<file path="config.mk">
export PLATFORM = sky130hd
export DESIGN_NAME = pid_with_filtered_derivative
export DESIGN_NICKNAME = d
export VERILOG_FILES = /design/src/rtl/pidfd_pkg.sv /design/src/rtl/pid_with_filtered_derivative.sv /design/src/rtl/pidfd_mul.sv /design/src/rtl/pidfd_div.sv
export SDC_FILE = /design/constraint.sdc
export NUM_CORES = 2
export LEC_CHECK = 0
export BUFFER_PORTS_ARGS = -buffer_cell sky130_fd_sc_hd__buf_2
export CAP_MARGIN = 10
export CORE_ASPECT_RATIO = 1.75
export CORE_UTILIZATION = 60
export DETAILED_ROUTE_END_ITERATION = 10
export PLACE_DENSITY = 0.8
export SLEW_MARGIN = 20
export SYNTH_ARGS = -nofsm -noshare
export SYNTH_HDL_FRONTEND = slang
export SYNTH_SLANG_ARGS = --single-unit
</file>
<file path="constraint.sdc">
create_clock -name clk -period 9.3 [get_ports clk]
set_input_delay 0.465 -clock clk [delete_from_list [all_inputs] [get_ports clk]]
set_output_delay 0.465 -clock clk [all_outputs]
set_load 0.03 [all_outputs]
</file>
<file path="src/rtl/pidfd_pkg.sv">
// types and constants shared by the pid controller modules
`timescale 1ns / 1ps
`default_nettype none
package pidfd_pkg;

  localparam int DataW  = 32;
  localparam int StepW  = 24;
  localparam int MulW   = 33;
  localparam int ProdW  = 2 * MulW;
  localparam int NumW   = 57;
  localparam int DenW   = 25;
  localparam int AccW   = 50;
  localparam int CfgIdxW = 3;

  localparam logic [CfgIdxW-1:0] REG_VARIANT  = 3'd0;
  localparam logic [CfgIdxW-1:0] REG_GAIN_P   = 3'd1;
  localparam logic [CfgIdxW-1:0] REG_GAIN_I   = 3'd2;
  localparam logic [CfgIdxW-1:0] REG_GAIN_D   = 3'd3;
  localparam logic [CfgIdxW-1:0] REG_INT_LIM  = 3'd4;
  localparam logic [CfgIdxW-1:0] REG_TAU      = 3'd5;

  localparam logic [1:0] VAR_PID_FILT = 2'd0;
  localparam logic [1:0] VAR_PID_RAW  = 2'd1;
  localparam logic [1:0] VAR_PD_FILT  = 2'd2;

  localparam logic [StepW-1:0] TAU_RESET = 24'd267021;

  typedef struct packed {
    logic signed [DataW-1:0] error_in;
    logic [StepW-1:0]        time_step;
    logic                    clear_state;
  } in_word_t;

  typedef struct packed {
    logic signed [DataW-1:0] drive_out;
    logic                    saturated;
  } out_word_t;

  typedef struct packed {
    logic            start;
    logic [NumW-1:0] num;
    logic [DenW-1:0] den;
  } div_req_t;

  typedef struct packed {
    logic            busy;
    logic            done;
    logic [NumW-1:0] quot;
  } div_rsp_t;

  typedef enum logic [3:0] {
    ST_IDLE,
    ST_P,
    ST_PA,
    ST_IE,
    ST_IC,
    ST_IM,
    ST_IA,
    ST_DSEL,
    ST_DD,
    ST_DA,
    ST_FM,
    ST_FA,
    ST_DM,
    ST_DMA,
    ST_OUT
  } state_t;

endpackage
`default_nettype wire

</file>
<file path="src/rtl/pid_with_filtered_derivative.sv">
// pid controller top level: sequencer, state and configuration registers
`timescale 1ns / 1ps
`default_nettype none
// PID controller with optional low-pass filtered derivative in fixed point
// (Q16.16 values and gains, Q0.24 time step). One word is worked at a time on a
// single shared 33x33 multiplier and a single restoring divider that yields
// one quotient bit per cycle. A clear word goes straight to the output state;
// a normal word forms the proportional term, then the integral term when it is
// enabled, then the derivative product when the derivative is updated; a raw
// or primed update adds the difference division, and a primed filtered update
// also the filter coefficient division and the filter update. A result still
// waiting on out_ready holds the block in its output state until it is taken.
// in_ready is high only while idle.
module pid_with_filtered_derivative
  import pidfd_pkg::*;
(
  input  wire                      clk,
  input  wire                      rst_n,
  input  wire                      in_valid,
  output logic                     in_ready,
  input  wire  in_word_t           in_word,
  output logic                     out_valid,
  input  wire                      out_ready,
  output out_word_t                out_word,
  input  wire                      cfg_we,
  input  wire  logic [CfgIdxW-1:0] cfg_index,
  input  wire  logic [DataW-1:0]   cfg_wdata
);

  state_t state_r, state_nxt;

  logic [1:0]              variant_r;
  logic signed [DataW-1:0] gain_p_r, gain_i_r, gain_d_r;
  logic [DataW-2:0]        lim_r;
  logic [StepW-1:0]        tau_r;

  logic signed [DataW-1:0] integ_r, integ_nxt, dv_r, dv_nxt, prev_r, prev_nxt;
  logic signed [DataW-1:0] raw_r, raw_nxt;
  logic                    primed_r, primed_nxt;
  logic signed [DataW-1:0] err_r;
  logic [StepW-1:0]        dt_r;
  logic [DenW-1:0]         alpha_r, alpha_nxt;
  logic signed [AccW-1:0]  acc_r, acc_nxt;
  logic                    out_valid_r, out_valid_nxt;
  out_word_t               out_r, out_nxt;

  logic signed [MulW-1:0]  mul_a, mul_b;
  logic signed [ProdW-1:0] prod;
  div_req_t                dreq;
  div_rsp_t                drsp;

  logic                    do_i, do_d, accept;
  logic signed [MulW-1:0]  diff;
  logic [MulW-1:0]         diff_mag;
  logic signed [MulW:0]    itmp, lim_pos, lim_neg;
  logic signed [MulW:0]    ftmp;
  logic [NumW-1:0]         q;
  logic                    q_big;

  pidfd_mul u_mul (
    .clk    (clk),
    .mul_a  (mul_a),
    .mul_b  (mul_b),
    .prod_r (prod)
  );

  pidfd_div u_div (
    .clk   (clk),
    .rst_n (rst_n),
    .req   (dreq),
    .rsp   (drsp)
  );

  always_ff @(posedge clk) begin
    if (!rst_n) begin
      variant_r <= VAR_PID_FILT;
      gain_p_r  <= '0;
      gain_i_r  <= '0;
      gain_d_r  <= '0;
      lim_r     <= '0;
      tau_r     <= TAU_RESET;
    end else if (cfg_we) begin
      case (cfg_index)
        REG_VARIANT: variant_r <= cfg_wdata[1:0];
        REG_GAIN_P:  gain_p_r  <= cfg_wdata;
        REG_GAIN_I:  gain_i_r  <= cfg_wdata;
        REG_GAIN_D:  gain_d_r  <= cfg_wdata;
        REG_INT_LIM: lim_r     <= cfg_wdata[DataW-2:0];
        REG_TAU:     tau_r     <= cfg_wdata[StepW-1:0];
        default: ;
      endcase
    end
  end

  assign in_ready = (state_r == ST_IDLE);
  assign accept   = in_valid && in_ready;
  assign do_i     = (variant_r != VAR_PD_FILT) && (gain_i_r != '0) && (dt_r != '0);
  assign do_d     = (gain_d_r != '0) && (dt_r != '0);
  assign diff     = MulW'(err_r) - MulW'(prev_r);
  assign diff_mag = diff[MulW-1] ? MulW'(-diff) : diff;
  assign q        = drsp.quot;

  always_comb begin
    state_nxt     = state_r;
    integ_nxt     = integ_r;
    dv_nxt        = dv_r;
    prev_nxt      = prev_r;
    raw_nxt       = raw_r;
    primed_nxt    = primed_r;
    alpha_nxt     = alpha_r;
    acc_nxt       = acc_r;
    out_valid_nxt = out_valid_r && !out_ready;
    out_nxt       = out_r;
    mul_a         = MulW'(gain_p_r);
    mul_b         = MulW'(err_r);
    dreq.start    = 1'b0;
    dreq.num      = {diff_mag, {StepW{1'b0}}};
    dreq.den      = DenW'(dt_r);
    lim_pos       = (MulW+1)'({1'b0, lim_r});
    lim_neg       = -lim_pos;
    itmp          = (MulW+1)'(integ_r) + prod[57:24];
    ftmp          = (MulW+1)'(dv_r) + prod[57:24];
    q_big         = 1'b0;
    case (state_r)
      ST_IDLE: begin
        if (accept) begin
          if (in_word.clear_state) begin
            integ_nxt  = '0;
            dv_nxt     = '0;
            prev_nxt   = '0;
            primed_nxt = 1'b0;
            acc_nxt    = '0;
            state_nxt  = ST_OUT;
          end else begin
            state_nxt = ST_P;
          end
        end
      end
      ST_P: state_nxt = ST_PA;
      ST_PA: begin
        acc_nxt   = prod[65:16];
        state_nxt = do_i ? ST_IE : ST_DSEL;
      end
      ST_IE: begin
        mul_a     = MulW'(err_r);
        mul_b     = MulW'({1'b0, dt_r});
        state_nxt = ST_IC;
      end
      ST_IC: begin
        if (itmp > lim_pos) begin
          integ_nxt = DataW'(lim_pos);
        end else if (itmp < lim_neg) begin
          integ_nxt = DataW'(lim_neg);
        end else begin
          integ_nxt = DataW'(itmp);
        end
        state_nxt = ST_IM;
      end
      ST_IM: begin
        mul_a     = MulW'(gain_i_r);
        mul_b     = MulW'(integ_r);
        state_nxt = ST_IA;
      end
      ST_IA: begin
        acc_nxt   = acc_r + prod[65:16];
        state_nxt = ST_DSEL;
      end
      ST_DSEL: begin
        if (!do_d) begin
          state_nxt = ST_OUT;
        end else if (variant_r == VAR_PID_RAW || primed_r) begin
          dreq.start = 1'b1;
          state_nxt  = ST_DD;
        end else begin
          dv_nxt    = '0;
          state_nxt = ST_DM;
        end
      end
      ST_DD: begin
        if (drsp.done) begin
          if (diff[MulW-1]) begin
            q_big   = (q > NumW'(33'h080000000));
            raw_nxt = q_big ? {1'b1, {(DataW-1){1'b0}}} : DataW'(-q);
          end else begin
            q_big   = (q > NumW'(33'h07fffffff));
            raw_nxt = q_big ? {1'b0, {(DataW-1){1'b1}}} : DataW'(q);
          end
          if (variant_r == VAR_PID_RAW) begin
            dv_nxt    = raw_nxt;
            state_nxt = ST_DM;
          end else begin
            dreq.start = 1'b1;
            dreq.num   = NumW'({dt_r, {StepW{1'b0}}});
            dreq.den   = DenW'(tau_r) + DenW'(dt_r);
            state_nxt  = ST_DA;
          end
        end
      end
      ST_DA: begin
        if (drsp.done) begin
          alpha_nxt = q[DenW-1:0];
          state_nxt = ST_FM;
        end
      end
      ST_FM: begin
        mul_a     = MulW'({1'b0, alpha_r});
        mul_b     = MulW'(raw_r) - MulW'(dv_r);
        state_nxt = ST_FA;
      end
      ST_FA: begin
        dv_nxt    = DataW'(ftmp);
        state_nxt = ST_DM;
      end
      ST_DM: begin
        mul_a      = MulW'(gain_d_r);
        mul_b      = MulW'(dv_r);
        prev_nxt   = err_r;
        primed_nxt = 1'b1;
        state_nxt  = ST_DMA;
      end
      ST_DMA: begin
        acc_nxt   = acc_r + prod[65:16];
        state_nxt = ST_OUT;
      end
      ST_OUT: begin
        if (!out_valid_r || out_ready) begin
          out_valid_nxt = 1'b1;
          if (acc_r > AccW'(33'sh07fffffff)) begin
            out_nxt.drive_out = {1'b0, {(DataW-1){1'b1}}};
            out_nxt.saturated = 1'b1;
          end else if (acc_r < -AccW'(33'sh080000000)) begin
            out_nxt.drive_out = {1'b1, {(DataW-1){1'b0}}};
            out_nxt.saturated = 1'b1;
          end else begin
            out_nxt.drive_out = acc_r[DataW-1:0];
            out_nxt.saturated = 1'b0;
          end
          state_nxt = ST_IDLE;
        end
      end
      default: state_nxt = ST_IDLE;
    endcase
  end

  always_ff @(posedge clk) begin
    if (!rst_n) begin
      state_r     <= ST_IDLE;
      out_valid_r <= 1'b0;
      integ_r     <= '0;
      dv_r        <= '0;
      prev_r      <= '0;
      primed_r    <= 1'b0;
    end else begin
      state_r     <= state_nxt;
      out_valid_r <= out_valid_nxt;
      integ_r     <= integ_nxt;
      dv_r        <= dv_nxt;
      prev_r      <= prev_nxt;
      primed_r    <= primed_nxt;
    end
    raw_r   <= raw_nxt;
    alpha_r <= alpha_nxt;
    acc_r   <= acc_nxt;
    out_r   <= out_nxt;
    if (accept) begin
      err_r <= in_word.error_in;
      dt_r  <= in_word.time_step;
    end
  end

  assign out_valid = out_valid_r;
  assign out_word  = out_r;

`ifndef SYNTHESIS
  a_idle_div_quiet: assert property (@(posedge clk) disable iff (!rst_n)
    state_r == ST_IDLE |-> !drsp.busy)
    else $error("divider busy while idle");

  a_integ_in_limit: assert property (@(posedge clk) disable iff (!rst_n)
    state_r == ST_IC |=> (integ_r <= $signed({1'b0, lim_r}))
                         && (integ_r >= -$signed({1'b0, lim_r})))
    else $error("integrator outside limit");

  a_clear_zeroes: assert property (@(posedge clk) disable iff (!rst_n)
    accept && in_word.clear_state |=> state_r == ST_OUT && integ_r == '0
                                      && !primed_r && acc_r == '0)
    else $error("clear did not reset state");
`endif

endmodule
`default_nettype wire

</file>
<file path="src/rtl/pidfd_mul.sv">
// shared signed multiplier with registered product
`timescale 1ns / 1ps
`default_nettype none
module pidfd_mul
  import pidfd_pkg::*;
(
  input  wire                           clk,
  input  wire  logic signed [MulW-1:0]  mul_a,
  input  wire  logic signed [MulW-1:0]  mul_b,
  output logic signed [ProdW-1:0]       prod_r
);

  always_ff @(posedge clk) begin
    prod_r <= mul_a * mul_b;
  end

endmodule
`default_nettype wire

</file>
<file path="src/rtl/pidfd_div.sv">
// shared restoring divider, one quotient bit per cycle
`timescale 1ns / 1ps
`default_nettype none
module pidfd_div
  import pidfd_pkg::*;
(
  input  wire             clk,
  input  wire             rst_n,
  input  wire  div_req_t  req,
  output div_rsp_t        rsp
);

  localparam int CntW = $clog2(NumW);

  logic [NumW-1:0] num_r, num_nxt;
  logic [DenW-1:0] rem_r, rem_nxt, den_r;
  logic [CntW-1:0] cnt_r, cnt_nxt;
  logic            busy_r, busy_nxt, done_r, done_nxt;
  logic [DenW:0]   trial;
  logic            qbit;

  always_comb begin
    trial    = {rem_r, num_r[NumW-1]};
    qbit     = (trial >= {1'b0, den_r});
    num_nxt  = num_r;
    rem_nxt  = rem_r;
    cnt_nxt  = cnt_r;
    busy_nxt = busy_r;
    done_nxt = 1'b0;
    if (req.start) begin
      num_nxt  = req.num;
      rem_nxt  = '0;
      cnt_nxt  = CntW'(NumW - 1);
      busy_nxt = 1'b1;
    end else if (busy_r) begin
      num_nxt = {num_r[NumW-2:0], qbit};
      rem_nxt = qbit ? DenW'(trial - {1'b0, den_r}) : trial[DenW-1:0];
      cnt_nxt = cnt_r - 1'b1;
      if (cnt_r == '0) begin
        busy_nxt = 1'b0;
        done_nxt = 1'b1;
      end
    end
  end

  always_ff @(posedge clk) begin
    if (!rst_n) begin
      busy_r <= 1'b0;
      done_r <= 1'b0;
    end else begin
      busy_r <= busy_nxt;
      done_r <= done_nxt;
    end
    num_r <= num_nxt;
    rem_r <= rem_nxt;
    cnt_r <= cnt_nxt;
    if (req.start) begin
      den_r <= req.den;
    end
  end

  assign rsp.busy = busy_r;
  assign rsp.done = done_r;
  assign rsp.quot = num_r;

endmodule
`default_nettype wire
</file>
==> results.ini, run 1 <==
[status]
haltStage = global routing
error = [ERROR GRT-0116] Global routing finished with congestion. Check the congestion regions in the DRC Viewer.
status = aborted with a tool error

[yosys]
avgSynthCellArea_um2 = 8.81
syn_inst = 8621
ys_top_cells_by_area = fa_1 30%, edfxtp_1 11%, dfxtp_1 8.9%
ys_types = 110
synth_ff_type = dfxtp_1
ys_seq_area_share_pct = 19.9
yosys_register_bits = 616
synth.top_cell.area_share_pct = 29.7
syn_area_um2 = 75900
synth_nets = 10400
synth_warnings = 0
synth_edf_count = 278
async_flop_share_pct = 0
synth_largest_area_cell = fa_1

[global_routing]
grt_pass1_vias = 84200
grt_max_degree = 105
grt_usage_pct = 66.6
grt_pass1_wl_mm = 629
overflow = 644

[floorplan]
initial_core_util_pct = 60.5
die_x_um = 271
ios = 132
die_y_um = 473
rows = 172

[cts]
clock_path_buffers = 3
clock_sinks = 616
cts_buffers = 60
h-tree-depth = 2
root_buffer = clkbuf_16

[placed_design]
portBuffers = 131
post-dp-hpwl_mm = 283
place_congestion = 1.16
place_area_um2 = 86700

synthesized netlist by cell type, types with 101 or more instances:
cell type,instances
a21o_1,183
inv_1,1288
nand3_1,124
dfxtp_1,338
and2_1,101
fa_1,1128
ha_1,508
xnor2_1,195
clkbuf_1,379
a21oi_1,460
edfxtp_1,278
o21ai_0,297
nand2_1,1454
a22oi_1,101
nor2_1,571
cell families after synthesis:
| logic type | after synthesis | share of synthesized area (%) |
|---|---|---|
| AOI/OAI and AO/OA | 1531 | 13.2 |
| DFF | 616 | 19.9 |
| buffers and inverters | 1700 | 8.45 |
| muxes | 52 | 0.705 |
| xor gates and xnor gates | 294 | 3.39 |
| adders and majority gates | 1636 | 38.1 |
| and+or+nand+nor | 2792 | 16.3 |
metrics by stage:
stage / worst slack (ps) / std cells / util (%) / hold slack [ps] / TNS, ps
after floorplan: -58.9 / 8621 / - / 437 / -86.1
after detailed placement: -930 / 11000 / 69.1 / 447 / -26720
after global placement: -881 / 11000 / 69.1 / 442 / -21370
after CTS: -758 / 11200 / 72.0 / 23.5 / -15340
layer usage:
layer	global-route usage [%]	overflow
met5	13.7	0
met2	91.0	398
met1	64.2	2
met4	69.1	240
met3	43.2	4
repair_timing:
action	CTS
setup endpoints to repair	47
hold buffers	55
buffers inserted	37
cloned	2
pin swaps	62
endpoints found under the hold margin	55
resized for setup	108
==> run 2: changes to the inputs <==
--- a/config.mk
+++ b/config.mk
@@ -7,10 +7,9 @@
 export LEC_CHECK = 0
 export BUFFER_PORTS_ARGS = -buffer_cell sky130_fd_sc_hd__buf_2
 export CAP_MARGIN = 10
-export CORE_ASPECT_RATIO = 1.75
-export CORE_UTILIZATION = 60
+export CORE_UTILIZATION = 40
 export DETAILED_ROUTE_END_ITERATION = 10
-export PLACE_DENSITY = 0.8
+export PLACE_DENSITY_LB_ADDON = 0.15
 export SLEW_MARGIN = 20
 export SYNTH_ARGS = -nofsm -noshare
 export SYNTH_HDL_FRONTEND = slang
==> constraint.sdc (replaced) <==
create_clock -name clk -period 12.1 [get_ports clk]
set_input_delay 0.605 -clock clk [delete_from_list [all_inputs] [get_ports clk]]
set_output_delay 0.605 -clock clk [all_outputs]
set_load 0.03 [all_outputs]
==> run 2 against run 1 <==
Area after synthesis stayed put. Synthesized cell count stayed put. The flow now finishes, with violations (DRC).
==> results.ini, run 2 <==
[cts]
insertion_delay_ps = 680
cts_setup_buffers = 0  ; -100%
root_buffer = clkbuf_16
path_clk_slew_ps = 70
h-tree-depth = 3  ; +1
hold_buffers = 0  ; -100%
postCtsResizedCells = 0  ; -100%
clock_sinks = 616  ; unchanged
cts_tree = built
clock_path_buffers = 3  ; unchanged
cts_buffers = 71  ; +18%

[global_routing]
grt_max_degree = 124
antenna_found_initial = 24
grt_pass1_vias = 63100
grt_usage_pct = 29.2
overflow = 0
grt_pass1_wl_mm = 415

[final_layout]
layout_commonest_cell = nand2_1
top_regs = u_div.num_r: 57 flops, acc_r: 50 flops, u_mul.prod_r: 50 flops
final_cell_mix = 1,454 x nand2_1, 1,288 x inv_1, 1,128 x fa_1
area_delta_synth_final_pct = 8.60
nets = 10400
fill_cells = 18900
largest-register = u_div.num_r
largest_register_ffs = 57
drive_above_1_share_pct = 6.55
fin_area_um2 = 82500

[timing]
setup_viol = 0
fin_skew_ps = 31.3
final_hold_viol_count = 0
final.setup.tns_ps = 0
fmax_mhz = 87.9
slew_viol_final = 0
finalWorstSetupSlack_ps = 719
rsz0062_at_grt = no
period_share_pct = 94.1
relSlewSlack_pct = 10.8
tightest_slew_ps = 1320
period_needed_ps = 11380

[placed_design]
post-dp-hpwl_mm = 221  ; -22%
place_area_um2 = 80100  ; -7.7%
place_congestion = 0.985  ; -15%
portBuffers = 131  ; unchanged
dpl_worst_slack_ps = 743  ; +1670 ps

[yosys]
yosysMostFrequentCell = nand2_1
synth_edf_count = 278  ; unchanged
synth_mux_area_share_pct = 0.705  ; unchanged
synthXorXnorAreaFrac_pct = 3.39  ; unchanged
synth_compound_area_share_pct = 13.2  ; unchanged
synth_common_cells = 1,454 x nand2_1, 1,288 x inv_1, 1,128 x fa_1, 571 x nor2_1, 508 x ha_1
synth_top_family_by_area = adder cells
yosys.area_share.simple_pct = 16.3  ; unchanged
syn_area_um2 = 75900  ; unchanged
ys_seq_area_share_pct = 19.9  ; unchanged
yosys_register_bits = 616  ; unchanged
synth.top_cell.area_share_pct = 29.7  ; unchanged
synth_largest_area_cell = fa_1
syn_inst = 8621  ; unchanged
synth_warnings = 0  ; unchanged
synth_ff_type = dfxtp_1
synthAdderAreaFrac_pct = 38.1  ; unchanged
ys_types = 110  ; unchanged
ys_top_cells_by_area = fa_1 30%, edfxtp_1 11%, dfxtp_1 8.9%
avgSynthCellArea_um2 = 8.81  ; unchanged
async_flop_share_pct = 0  ; unchanged
synth_nets = 10400  ; unchanged

[setup_path]
r2r-start = dv_r[1]$_SDFFE_PN0P_
path_buf_inv = 9
critPathLaunchType = flip-flop
critical_path_class = flip-flop to flip-flop
cpMaxStageDelayCell = nand3_1
crit_fanout = 8
worstSetupEndpointType = flip-flop
cp.required_ps = 12710
crit_path_start = dv_r[1]$_SDFFE_PN0P_
arrival_ps = 11990
critical-path-max-stage-delay_ps = 570
crit_top_cell = fa_1
path_delay_family = adder cells

[floorplan]
initial_core_util_pct = 40.3  ; -20 points
core_um2 = 188000
ios = 132  ; unchanged
dieArea_um2 = 192000
die_x_um = 438  ; +62%
die_y_um = 438  ; -7.4%
rows = 159  ; -7.6%

[min_path]
hold_start = in_word[40]
holdCritPathClass = input port to flip-flop

[power]
p_leak_nw = 37.9
powerDensity_nw_per_um2 = 318
peakVddDrop_uv = 455

[run]
drv_cap = 0

[detailed_routing]
drt_wl_total_mm = 279
route.antenna.remaining_nets = 0
vias = 63000
viasPerCell = 5.63
dr.pass1.iters = 11
drc = 6
wl_per_cell_um = 24.9
drt_first_iter_violations = 5700

[status]
violations = DRC
status = finished with violations

[run 2: cell counts after synthesis]
Identical to the previous run, type by type.
[run 2: cell type report]
cell class / instances / area (µm²) / share of cell area [%]
antenna: 3 / 7.51 / 0.00910
clock buffer: 99 / 1990 / 2.41
clock inverter: 31 / 328 / 0.398
inverter: 1291 / 4850 / 5.88
multi-input combinational: 6305 / 54600 / 66.3
sequential: 616 / 15100 / 18.3
tap: 2495 / 3120 / 3.79
timing repair buffer: 347 / 2420 / 2.94
[run 2: cell families (layout without fill, tap and decap cells)]
logic type,Yosys count,count (layout)
AO/OA/AOI/OAI,1531,1531
XOR/XNOR,294,294
adder cells (fa/ha/maj),1636,1636
buffers and inverters,1700,1768
flip-flops,616,616
multiplexers,52,52
other,0,3
AND/OR/NAND/NOR,2792,2792
[run 2: worst paths after layout]
kind / cells after the start / endpoint / slack [ps]
worst max-delay path: 43 / u_mul.prod_r[59]$_DFF_P_ / 720
worst min-delay path: 1 / err_r[15]$_DFFE_PP_ / 110
worst max register to register: 43 / u_mul.prod_r[59]$_DFF_P_ / 720
worst min register to register: 2 / gain_p_r[22]$_SDFFE_PN0P_ / 460
[run 2: metrics by stage]
step / hold WS, ps / instances / total power [mW] / util, %
2_1_floorplan: 437 / 8621 / 17.3 / -
3_3_place_gp: 442 / 11000 / 23.8 / 42.5
3_5_place_dp: 447 / 11100 / 23.9 / 42.6
4_1_cts: 69.7 / 11200 / 26.3 / 43.8
5_1_grt: 81.0 / 11200 / 28.7 / 43.8
6_report: 107 / 11200 / 26.2 / 43.8
[run 2: report_power, final]
group,switching [mW],internal [mW]
logic,12.8,7.85
registers,0.661,2.72
clock network,0.985,1.25
total,14.4,11.8
[run 2: metal layers]
metal | routed length [µm] | GRT usage [%] | vias to the layer above
met5 | 82 | 0 | -
met1 | 119000 | 40.1 | 31900
li1 | - | - | 28200
met4 | 13300 | 11.9 | 6
met3 | 22800 | 5.18 | 478
met2 | 124000 | 45.5 | 2453
Power figures use the tool's default switching activity.
